File: src/rtl/afl_pkg.sv
`timescale 1ns / 1ps
// ----------------------------------------------------------------------------
// afl_pkg - shared types and constants
// Widths, fixed-point constants and register map of the adaptive first-order
// low-pass unit.
// ----------------------------------------------------------------------------
package afl_pkg;

   // Datapath widths
   localparam int SAMPLE_BITS    = 12;
   localparam int COEF_FRAC_BITS = 16;
   localparam int OUT_FRAC_BITS  = 4;
   localparam int RUN_BITS       = 8;
   localparam int COEF_BITS      = COEF_FRAC_BITS + 1;
   localparam int ACCUM_BITS     = SAMPLE_BITS + COEF_FRAC_BITS;
   localparam int OUT_BITS       = SAMPLE_BITS + OUT_FRAC_BITS;

   // Stream payload widths, padded to whole bytes
   localparam int REQ_DATA_BITS = ((SAMPLE_BITS + 7) / 8) * 8;
   localparam int RSP_DATA_BITS = ((OUT_BITS + 7) / 8) * 8;

   // Register port
   localparam int CSR_ADDR_BITS  = 5;
   localparam int CSR_DATA_BITS  = 32;
   localparam int CSR_INDEX_BITS = 3;

   typedef logic [SAMPLE_BITS-1:0] sample_type;
   typedef logic [COEF_BITS-1:0]   coef_type;
   typedef logic [ACCUM_BITS-1:0]  accum_type;
   typedef logic [OUT_BITS-1:0]    out_type;
   typedef logic [RUN_BITS-1:0]    run_type;

   // Coefficient constants (Q1.COEF_FRAC_BITS)
   localparam int       COEF_ONE_INT   = 1 << COEF_FRAC_BITS;
   localparam int       COEF_STEP_INT  = (COEF_ONE_INT + 5) / 10;
   localparam int       COEF_START_INT = 56539;
   localparam coef_type COEF_ONE       = coef_type'(COEF_ONE_INT);
   localparam coef_type COEF_STEP      = coef_type'(COEF_STEP_INT);
   localparam coef_type COEF_RESET     = (COEF_START_INT > COEF_ONE_INT) ?
                                         COEF_ONE : coef_type'(COEF_START_INT);

   // Register indexes (byte address / 4)
   localparam logic [CSR_INDEX_BITS-1:0] REG_ADAPT_ENABLE = 3'd0;
   localparam logic [CSR_INDEX_BITS-1:0] REG_START_COEF   = 3'd1;
   localparam logic [CSR_INDEX_BITS-1:0] REG_FALLBACK     = 3'd2;
   localparam logic [CSR_INDEX_BITS-1:0] REG_CHANGE_THR   = 3'd3;
   localparam logic [CSR_INDEX_BITS-1:0] REG_RUN_THR      = 3'd4;

   // Direction class of a sample against the previous raw sample
   typedef enum logic [1:0] {
      DIR_FLAT = 2'd0,
      DIR_UP   = 2'd1,
      DIR_DOWN = 2'd2
   } dir_type;

   // Configuration seen by the adaptation logic
   typedef struct packed {
      logic       adapt_enable;
      coef_type   fallback_coef;
      sample_type change_thr;
      run_type    run_thr;
      logic       start_load;
      coef_type   start_value;
   } cfg_type;

   // Saturate a written coefficient at 1.0
   function automatic coef_type clamp_coef(input coef_type v);
      return (v > COEF_ONE) ? COEF_ONE : v;
   endfunction

endpackage

File: src/rtl/adaptive_first_order_lowpass_unit.sv
`timescale 1ns / 1ps
// ----------------------------------------------------------------------------
// adaptive_first_order_lowpass_unit - adaptive first-order low-pass filter
// One raw sample in, one filtered Q12.4 value out; the coefficient adapts to
// same-direction runs of the input when enabled.
//
//   channel  direction  handshake              payload
//   req_     in         req_tvalid/req_tready  req_tdata[11:0] sample
//   rsp_     out        rsp_tvalid/rsp_tready  rsp_tdata[15:0] filtered
//   csr_     in         APB psel/penable       5 registers at byte addr 4*i
//
// One sample per cycle sustained while rsp_ is not stalled; rsp_tvalid rises once
// the sample from req_ has passed the input register, then the result register.
// The filter state update is combinational between the input register and the
// result register: compare, coefficient step and two multiplies.
// Synchronous active-high reset; no clearing pass, ready right after reset.
// A stall on rsp_ holds the result; req_ keeps accepting until both the
// input and the result registers are full.
// ----------------------------------------------------------------------------
module adaptive_first_order_lowpass_unit (
   input  logic                                clock,
   input  logic                                reset,
   // input samples
   input  logic                                req_tvalid,
   output logic                                req_tready,
   input  logic [afl_pkg::REQ_DATA_BITS-1:0]   req_tdata,   // [11:0] sample
   // filtered results
   output logic                                rsp_tvalid,
   input  logic                                rsp_tready,
   output logic [afl_pkg::RSP_DATA_BITS-1:0]   rsp_tdata,   // [15:0] filtered
   // configuration
   input  logic                                csr_psel,
   input  logic                                csr_penable,
   input  logic                                csr_pwrite,
   input  logic [afl_pkg::CSR_ADDR_BITS-1:0]   csr_paddr,
   input  logic [afl_pkg::CSR_DATA_BITS-1:0]   csr_pwdata,
   output logic [afl_pkg::CSR_DATA_BITS-1:0]   csr_prdata,
   output logic                                csr_pready
);
   import afl_pkg::*;

   logic       in_vld_ff, in_vld_in;
   sample_type sample_ff;
   logic       out_vld_ff, out_vld_in;
   logic       fire;
   logic       req_xfer;
   cfg_type    cfg;
   coef_type   coef;
   out_type    filtered;

   // Stage control: the input register advances when the result slot frees
   assign fire       = in_vld_ff & (~out_vld_ff | rsp_tready);
   assign req_tready = ~in_vld_ff | fire;
   assign req_xfer   = req_tvalid & req_tready;
   assign in_vld_in  = req_xfer | (in_vld_ff & ~fire);
   assign out_vld_in = fire | (out_vld_ff & ~rsp_tready);

   always_ff @(posedge clock) begin
      if (reset) begin
         in_vld_ff  <= 1'b0;
         out_vld_ff <= 1'b0;
      end else begin
         in_vld_ff  <= in_vld_in;
         out_vld_ff <= out_vld_in;
      end
   end

   // Input register
   always_ff @(posedge clock) begin
      if (req_xfer) begin
         sample_ff <= req_tdata[SAMPLE_BITS-1:0];
      end
   end

   afl_csr u_csr (
      .clock       (clock),
      .reset       (reset),
      .csr_psel    (csr_psel),
      .csr_penable (csr_penable),
      .csr_pwrite  (csr_pwrite),
      .csr_paddr   (csr_paddr),
      .csr_pwdata  (csr_pwdata),
      .csr_prdata  (csr_prdata),
      .csr_pready  (csr_pready),
      .cfg         (cfg)
   );

   afl_adapt u_adapt (
      .clock  (clock),
      .reset  (reset),
      .fire   (fire),
      .sample (sample_ff),
      .cfg    (cfg),
      .coef   (coef)
   );

   afl_filter u_filter (
      .clock    (clock),
      .reset    (reset),
      .fire     (fire),
      .sample   (sample_ff),
      .coef     (coef),
      .filtered (filtered)
   );

   assign rsp_tvalid = out_vld_ff;
   assign rsp_tdata  = RSP_DATA_BITS'(filtered);

   // ------------------------------------------------------------------------
   // Assertions
   // ------------------------------------------------------------------------

   // A sample leaving the input register always lands in the result slot
   a_fire_gives_result: assert property (@(posedge clock) disable iff (reset)
      fire |=> rsp_tvalid)
      else $error("processed sample produced no result");

   // An accepted sample is held in the input register on the next cycle
   a_accept_loads_input: assert property (@(posedge clock) disable iff (reset)
      req_xfer |=> in_vld_ff)
      else $error("accepted sample was lost");

   // The coefficient in use never exceeds 1.0
   a_coef_range: assert property (@(posedge clock) disable iff (reset)
      coef <= COEF_ONE)
      else $error("coefficient above one");

   // A full input register with a stalled result blocks new transfers
   a_full_blocks: assert property (@(posedge clock) disable iff (reset)
      (in_vld_ff && out_vld_ff && !rsp_tready) |-> !req_tready)
      else $error("input accepted while both stages full");

endmodule

File: src/rtl/afl_csr.sv
`timescale 1ns / 1ps
// ----------------------------------------------------------------------------
// afl_csr - configuration registers
// APB-style register file; a start coefficient write also reloads the live
// coefficient through start_load.
// ----------------------------------------------------------------------------
module afl_csr (
   input  logic                                clock,
   input  logic                                reset,
   input  logic                                csr_psel,
   input  logic                                csr_penable,
   input  logic                                csr_pwrite,
   input  logic [afl_pkg::CSR_ADDR_BITS-1:0]   csr_paddr,
   input  logic [afl_pkg::CSR_DATA_BITS-1:0]   csr_pwdata,
   output logic [afl_pkg::CSR_DATA_BITS-1:0]   csr_prdata,
   output logic                                csr_pready,
   output afl_pkg::cfg_type                    cfg
);
   import afl_pkg::*;

   logic                      adapt_enable_ff, adapt_enable_in;
   coef_type                  start_coef_ff, start_coef_in;
   coef_type                  fallback_ff, fallback_in;
   sample_type                change_thr_ff, change_thr_in;
   run_type                   run_thr_ff, run_thr_in;
   logic                      wr_en;
   logic [CSR_INDEX_BITS-1:0] index;
   coef_type                  wr_coef;

   assign csr_pready = 1'b1;
   assign index      = csr_paddr[CSR_INDEX_BITS+1:2];
   assign wr_en      = csr_psel & csr_penable & csr_pwrite & csr_pready;
   assign wr_coef    = clamp_coef(csr_pwdata[COEF_BITS-1:0]);

   // Write decode
   always_comb begin
      adapt_enable_in = adapt_enable_ff;
      start_coef_in   = start_coef_ff;
      fallback_in     = fallback_ff;
      change_thr_in   = change_thr_ff;
      run_thr_in      = run_thr_ff;
      if (wr_en) begin
         if (index == REG_ADAPT_ENABLE) adapt_enable_in = csr_pwdata[0];
         if (index == REG_START_COEF)   start_coef_in   = wr_coef;
         if (index == REG_FALLBACK)     fallback_in     = wr_coef;
         if (index == REG_CHANGE_THR)   change_thr_in   = csr_pwdata[SAMPLE_BITS-1:0];
         if (index == REG_RUN_THR)      run_thr_in      = csr_pwdata[RUN_BITS-1:0];
      end
   end

   always_ff @(posedge clock) begin
      if (reset) begin
         adapt_enable_ff <= 1'b0;
         start_coef_ff   <= COEF_RESET;
         fallback_ff     <= '0;
         change_thr_ff   <= '0;
         run_thr_ff      <= '0;
      end else begin
         adapt_enable_ff <= adapt_enable_in;
         start_coef_ff   <= start_coef_in;
         fallback_ff     <= fallback_in;
         change_thr_ff   <= change_thr_in;
         run_thr_ff      <= run_thr_in;
      end
   end

   // Readback
   always_comb begin
      csr_prdata = '0;
      if (index == REG_ADAPT_ENABLE) csr_prdata = CSR_DATA_BITS'(adapt_enable_ff);
      if (index == REG_START_COEF)   csr_prdata = CSR_DATA_BITS'(start_coef_ff);
      if (index == REG_FALLBACK)     csr_prdata = CSR_DATA_BITS'(fallback_ff);
      if (index == REG_CHANGE_THR)   csr_prdata = CSR_DATA_BITS'(change_thr_ff);
      if (index == REG_RUN_THR)      csr_prdata = CSR_DATA_BITS'(run_thr_ff);
   end

   assign cfg.adapt_enable  = adapt_enable_ff;
   assign cfg.fallback_coef = fallback_ff;
   assign cfg.change_thr    = change_thr_ff;
   assign cfg.run_thr       = run_thr_ff;
   assign cfg.start_load    = wr_en && (index == REG_START_COEF);
   assign cfg.start_value   = wr_coef;

endmodule

File: src/rtl/afl_adapt.sv
`timescale 1ns / 1ps
// ----------------------------------------------------------------------------
// afl_adapt - coefficient adaptation
// Classes each sample as up, down or flat, tracks same-class runs and gives
// the coefficient to use for the current sample.
// ----------------------------------------------------------------------------
module afl_adapt (
   input  logic                clock,
   input  logic                reset,
   input  logic                fire,
   input  afl_pkg::sample_type sample,
   input  afl_pkg::cfg_type    cfg,
   output afl_pkg::coef_type   coef
);
   import afl_pkg::*;

   coef_type   coef_ff, coef_in;
   sample_type prev_raw_ff, prev_raw_in;
   run_type    run_ff, run_in;
   dir_type    dir_ff, dir_in;

   logic [SAMPLE_BITS:0] prev_plus_thr;
   logic [SAMPLE_BITS:0] x_plus_thr;
   dir_type              dir;
   logic                 same;
   logic [RUN_BITS:0]    run_next;
   logic                 rise;
   logic [COEF_BITS:0]   coef_sum;
   coef_type             coef_rise;
   coef_type             coef_adapt;
   logic                 step;

   // Direction class
   assign prev_plus_thr = {1'b0, prev_raw_ff} + {1'b0, cfg.change_thr};
   assign x_plus_thr    = {1'b0, sample} + {1'b0, cfg.change_thr};

   always_comb begin
      priority if ({1'b0, sample} > prev_plus_thr) dir = DIR_UP;
      else if (x_plus_thr < {1'b0, prev_raw_ff})   dir = DIR_DOWN;
      else                                         dir = DIR_FLAT;
   end

   // Run counter and coefficient rise
   assign same      = (dir == dir_ff);
   assign run_next  = {1'b0, run_ff} + (RUN_BITS+1)'(1);
   assign rise      = run_next >= {1'b0, cfg.run_thr};
   assign coef_sum  = {1'b0, coef_ff} + {1'b0, COEF_STEP};
   assign coef_rise = (coef_sum > {1'b0, COEF_ONE}) ? COEF_ONE : coef_sum[COEF_BITS-1:0];

   always_comb begin
      if (!same)     coef_adapt = cfg.fallback_coef;
      else if (rise) coef_adapt = coef_rise;
      else           coef_adapt = coef_ff;
   end

   assign coef = cfg.adapt_enable ? coef_adapt : coef_ff;
   assign step = fire & cfg.adapt_enable;

   // State update; a start coefficient write takes over the coefficient
   always_comb begin
      coef_in     = coef_ff;
      prev_raw_in = prev_raw_ff;
      run_in      = run_ff;
      dir_in      = dir_ff;
      if (step) begin
         coef_in     = coef_adapt;
         prev_raw_in = sample;
         dir_in      = dir;
         if (same) run_in = rise ? cfg.run_thr : run_next[RUN_BITS-1:0];
      end
      if (cfg.start_load) coef_in = cfg.start_value;
   end

   always_ff @(posedge clock) begin
      if (reset) begin
         coef_ff     <= COEF_RESET;
         prev_raw_ff <= '0;
         run_ff      <= '0;
         dir_ff      <= DIR_FLAT;
      end else begin
         coef_ff     <= coef_in;
         prev_raw_ff <= prev_raw_in;
         run_ff      <= run_in;
         dir_ff      <= dir_in;
      end
   end

endmodule

File: src/rtl/afl_filter.sv
`timescale 1ns / 1ps
// ----------------------------------------------------------------------------
// afl_filter - first-order IIR datapath
// y = K*x + ((1-K)*y_prev >> frac); holds the Q12.16 accumulator and the
// Q12.4 result register.
// ----------------------------------------------------------------------------
module afl_filter (
   input  logic                clock,
   input  logic                reset,
   input  logic                fire,
   input  afl_pkg::sample_type sample,
   input  afl_pkg::coef_type   coef,
   output afl_pkg::out_type    filtered
);
   import afl_pkg::*;

   localparam int HOLD_PROD_BITS = COEF_BITS + ACCUM_BITS;
   localparam int NEW_PROD_BITS  = COEF_BITS + SAMPLE_BITS;
   localparam int SUM_BITS       = ACCUM_BITS + 2;

   accum_type accum_ff, accum_in;
   out_type   filtered_ff;

   coef_type                  rest;
   logic [HOLD_PROD_BITS-1:0] hold_prod;
   logic [NEW_PROD_BITS-1:0]  new_prod;
   logic [SUM_BITS-1:0]       sum;

   // Two independent products, then one add
   assign rest      = COEF_ONE - coef;
   assign hold_prod = HOLD_PROD_BITS'(rest) * HOLD_PROD_BITS'(accum_ff);
   assign new_prod  = NEW_PROD_BITS'(coef) * NEW_PROD_BITS'(sample);
   assign sum       = SUM_BITS'(new_prod)
                    + SUM_BITS'(hold_prod[HOLD_PROD_BITS-1:COEF_FRAC_BITS]);
   assign accum_in  = sum[ACCUM_BITS-1:0];

   always_ff @(posedge clock) begin
      if (reset) begin
         accum_ff <= '0;
      end else if (fire) begin
         accum_ff <= accum_in;
      end
   end

   // Result register, Q12.4 taken from the top of the new accumulator
   always_ff @(posedge clock) begin
      if (fire) begin
         filtered_ff <= accum_in[ACCUM_BITS-1 -: OUT_BITS];
      end
   end

   assign filtered = filtered_ff;

endmodule

File: config.mk
export PLATFORM = sky130hd
export DESIGN_NAME = adaptive_first_order_lowpass_unit
export DESIGN_NICKNAME = d
export VERILOG_FILES = /design/src/rtl/afl_pkg.sv /design/src/rtl/adaptive_first_order_lowpass_unit.sv /design/src/rtl/afl_csr.sv /design/src/rtl/afl_adapt.sv /design/src/rtl/afl_filter.sv
export SDC_FILE = /design/constraint.sdc
export NUM_CORES = 2
export LEC_CHECK = 0
export BUFFER_PORTS_ARGS = -buffer_cell sky130_fd_sc_hd__buf_2
export CORE_AREA = 3 3 240 242
export DETAILED_ROUTE_END_ITERATION = 8
export DIE_AREA = 0 0 243 245
export PLACE_DENSITY = 0.77
export RECOVER_POWER = 25
export SLEW_MARGIN = 5
export SYNTH_ARGS = -nofsm -noshare
export SYNTH_HDL_FRONTEND = slang
export SYNTH_SLANG_ARGS = --single-unit
export TNS_END_PERCENT = 100
File: constraint.sdc
create_clock -name clock -period 34.5 [get_ports clock]
set_clock_uncertainty 0.05 [all_clocks]
set_input_delay 3.45 -clock clock [delete_from_list [all_inputs] [get_ports clock]]
set_output_delay 3.45 -clock clock [all_outputs]
set_load 0.01 [all_outputs]
==> impl_metrics.json <==
{
  "cts_root_buffer": "clkbuf_16",
  "post-place-ws_ns": 15.54,
  "worst-endpoint-required_ns": 34.82,
  "ctsHoldBuffers": 0,
  "ant_nets": 0,
  "critical_path_class": "flop to flop",
  "grt_overflow": 0,
  "clkTransAtPathRegs_ns": 0.07,
  "grt_max_degree": 97,
  "finalWeightedCongestion": 0.9114,
  "worstPathArrival_ns": 19.58,
  "tightest_slew_ns": 4.435,
  "synth_xor_area_share_pct": 2.974,
  "synth.distinct_cells": 92,
  "coreArea_um2": 55310,
  "postSynthCellCount": 3624,
  "post-route-period-util_pct": 55.84,
  "crit_fanout": 28,
  "drc": 0,
  "crit_slowest_cell": "edfxtp_1",
  "row_count": 86,
  "synth_compound_area_share_pct": 8.845,
  "diodes": 0,
  "maxSlewHeadroom_pct": -195.7,
  "worst-r2r-cell-count": 67,
  "setup_viol": 0,
  "syn-cell-area_um2": 30630,
  "grt_usage_pct": 27.06,
  "drt_wl_total_um": 77410,
  "hold_viol": 0,
  "endpoint_kind": "flop",
  "cts_resized": 0,
  "die_area_um2": 59540,
  "max_freq_mhz": 51.91,
  "syn_avg_cell_area_um2": 8.451,
  "synth_async_sr_flop_share_pct": 0,
  "synth.yosys.seq_area_share_pct": 10.85,
  "synth_adder_area_share_pct": 46.40,
  "violations": "capacitance limit, slew limit",
  "worst_slack_ns": 15.24,
  "antenna_found_initial": 0,
  "io_pins": 111,
  "drv_cap": 2,
  "port_buffers": 73,
  "outcome": "finished with violations",
  "clk_latency_ns": 0.48,
  "post_drt_wl_per_cell_um": 17.92,
  "timing.critical_path.mode_cell": "fa_1",
  "initial_core_util_pct": 55.37,
  "area.growth.synth_to_final_pct": 4.784,
  "die-width_um": 243,
  "r2r_start": "sample_ff[1]",
  "drt_iter0_drc": 1877,
  "synth_top_flop_cell": "dfxtp_1",
  "cts_buffer_depth": 2,
  "synth_seq_cells": 152,
  "drive_gt1_share_pct": 5.011,
  "synth-simple-area-share_pct": 17.91,
  "final_nets": 4417,
  "ctsHtreeMaxLevel": 4,
  "postCtsSetupBuffers": 0,
  "rsz0062_at_grt": "no",
  "max_stage_delay_ns": 0.90,
  "synth_edf_count": 28,
  "die_h_um": 245,
  "cts-buffers-inserted": 17,
  "startpoint_type": "flop",
  "setup.worst_path.start": "sample_ff[1]",
  "grt_pass1_vias": 25230,
  "hpwl_um": 58530,
  "cts_tree": "done",
  "endpoint": "u_filter.accum_ff[27]",
  "ys_warn_count": 0,
  "synth_top_family_by_area": "adder cells",
  "vias_per_cell": 5.598,
  "vias": 24180,
  "hp-class": "flop to flop",
  "grt_pass1_wl_um": 129000,
  "r2r_slack_ns": 15.24,
  "first_pass_iters": 6,
  "r2r_end": "u_filter.accum_ff[27]",
  "layout_min_cycle_time_ns": 19.26,
  "totalNegativeSetupSlack_ns": 0,
  "muxShareOfSynthArea_pct": 1.054,
  "cts.sinks": 152,
  "maxSlewViolCount": 129
}
-- cell families (layout without fill, tap and decap cells) --
logic type	after synthesis	in the layout
AO/OA/AOI/OAI	416	416
adder cells (fa/ha/maj)	798	798
buffers and inverters	942	876
flip-flops	152	152
other	2	16
AND/OR/NAND/NOR	1186	1186
multiplexers	30	30
XOR/XNOR	98	98
-- final cells by class --
class | count | area [µm²]
Inverter | 735 | 2759
Clock buffer | 21 | 481.7
Timing Repair Buffer | 109 | 605.6
Tap cell | 748 | 935.9
Sequential cell | 152 | 3323
Clock inverter | 11 | 100.1
Fill cell | 4948 | 23220
Multi-Input combinational cell | 2544 | 23890
-- stage by stage --
stage / cells / hold slack (ns) / instance area, µm² / utilization [%]
6_report: 4320 / 0.3883 / 32090 / 58.02
3_3_place_gp: 4288 / 0.3737 / 31540 / 57.03
4_1_cts: 4320 / 0.3907 / 32120 / 58.08
5_1_grt: 4320 / 0.4071 / 32090 / 58.02
2_1_floorplan: 3638 / 0.3665 / 30680 / -
3_5_place_dp: 4288 / 0.3821 / 31540 / 57.03
-- worst max-delay path, delay by kind of cell (launching register included) --
family,cells,cell delay (ns)
adder cells (fa/ha/maj),15,6.73
AO/OA/AOI/OAI,22,5.39
AND/OR/NAND/NOR,13,2.93
buffers and inverters,10,1.49
XOR/XNOR,5,0.92
flip-flops,1,0.90
multiplexers,2,0.71
-- worst min path at each step --
stage | startpoint | end | slack (ns) | cells after the start
after global placement | u_csr.start_coef_ff[12] | u_csr.start_coef_ff[12] | 0.37 | 2
after detailed placement | u_csr.start_coef_ff[12] | u_csr.start_coef_ff[12] | 0.38 | 2
after global routing | u_csr.start_coef_ff[7] | u_csr.start_coef_ff[7] | 0.41 | 2
final | u_csr.start_coef_ff[12] | u_csr.start_coef_ff[12] | 0.39 | 2
after CTS | u_csr.start_coef_ff[12] | u_csr.start_coef_ff[12] | 0.39 | 2
after floorplan | u_csr.start_coef_ff[12] | u_csr.start_coef_ff[12] | 0.37 | 2
-- cells in the final DEF (no fill, tap or decap), types with 8 or more instances in the layout --
| cell type | n |
|---|---|
| inv_1 | 734 |
| nand2_1 | 660 |
| fa_1 | 563 |
| ha_1 | 235 |
| and2_1 | 200 |
| a21oi_1 | 174 |
| nor2_1 | 124 |
| dfxtp_1 | 124 |
| xnor2_1 | 62 |
| buf_2 | 55 |
| o21ai_0 | 51 |
| nand3_1 | 45 |
| buf_4 | 34 |
| nor2b_1 | 32 |
| edfxtp_1 | 28 |
| nor3_1 | 25 |
| a21o_1 | 23 |
| a22oi_1 | 23 |
| nand2b_1 | 22 |
| xor2_1 | 21 |
| mux2i_1 | 21 |
| clkbuf_1 | 21 |
| clkbuf_16 | 18 |
| o21bai_1 | 16 |
| conb_1 | 16 |
| a211oi_1 | 15 |
| o21a_1 | 13 |
| nor4_1 | 12 |
| a31oi_1 | 12 |
| and3_1 | 11 |
| nand4_1 | 11 |
| o22ai_1 | 9 |
| mux2_2 | 8 |
-- state kept, by name (all words and copies together), names as in the netlist --
register	flops
u_csr.adapt_enable_ff	1
in_vld_ff	1
u_adapt.coef_ff	17
u_csr.start_coef_ff	17
u_adapt.dir_ff	2
sample_ff	12
u_adapt.prev_raw_ff	12
u_csr.fallback_ff	17
u_adapt.run_ff	8
u_filter.filtered	16
rsp_tvalid	1
u_filter.accum_ff	28
u_csr.run_thr_ff	8
u_csr.change_thr_ff	12
-- per-layer routing --
| layer | part of all wire (%) | GRT usage, % |
|---|---|---|
| met1 | 39 | 34.59 |
| met2 | 48 | 45.78 |
| met3 | 8.1 | 4.610 |
| met4 | 4.3 | 11.30 |
| met5 | 0 | 0 |
-- cells in the mapped netlist, types with 25 or more instances --
library cell | number | area [µm²]
a21oi_1 | 174 | 870.8
and2_1 | 201 | 1257
buf_1 | 26 | 97.59
clkbuf_1 | 141 | 529.3
dfxtp_1 | 124 | 2482
edfxtp_1 | 28 | 840.8
fa_1 | 563 | 11270
ha_1 | 235 | 2940
inv_1 | 735 | 2759
nand2_1 | 660 | 2477
nand3_1 | 45 | 225.2
nor2_1 | 125 | 469.2
nor2b_1 | 32 | 200.2
nor3_1 | 25 | 125.1
o21ai_0 | 51 | 255.2
xnor2_1 | 68 | 595.6
Power is not shown: default switching activity piles up to over one toggle a cycle in this logic, so the estimate is an artifact.
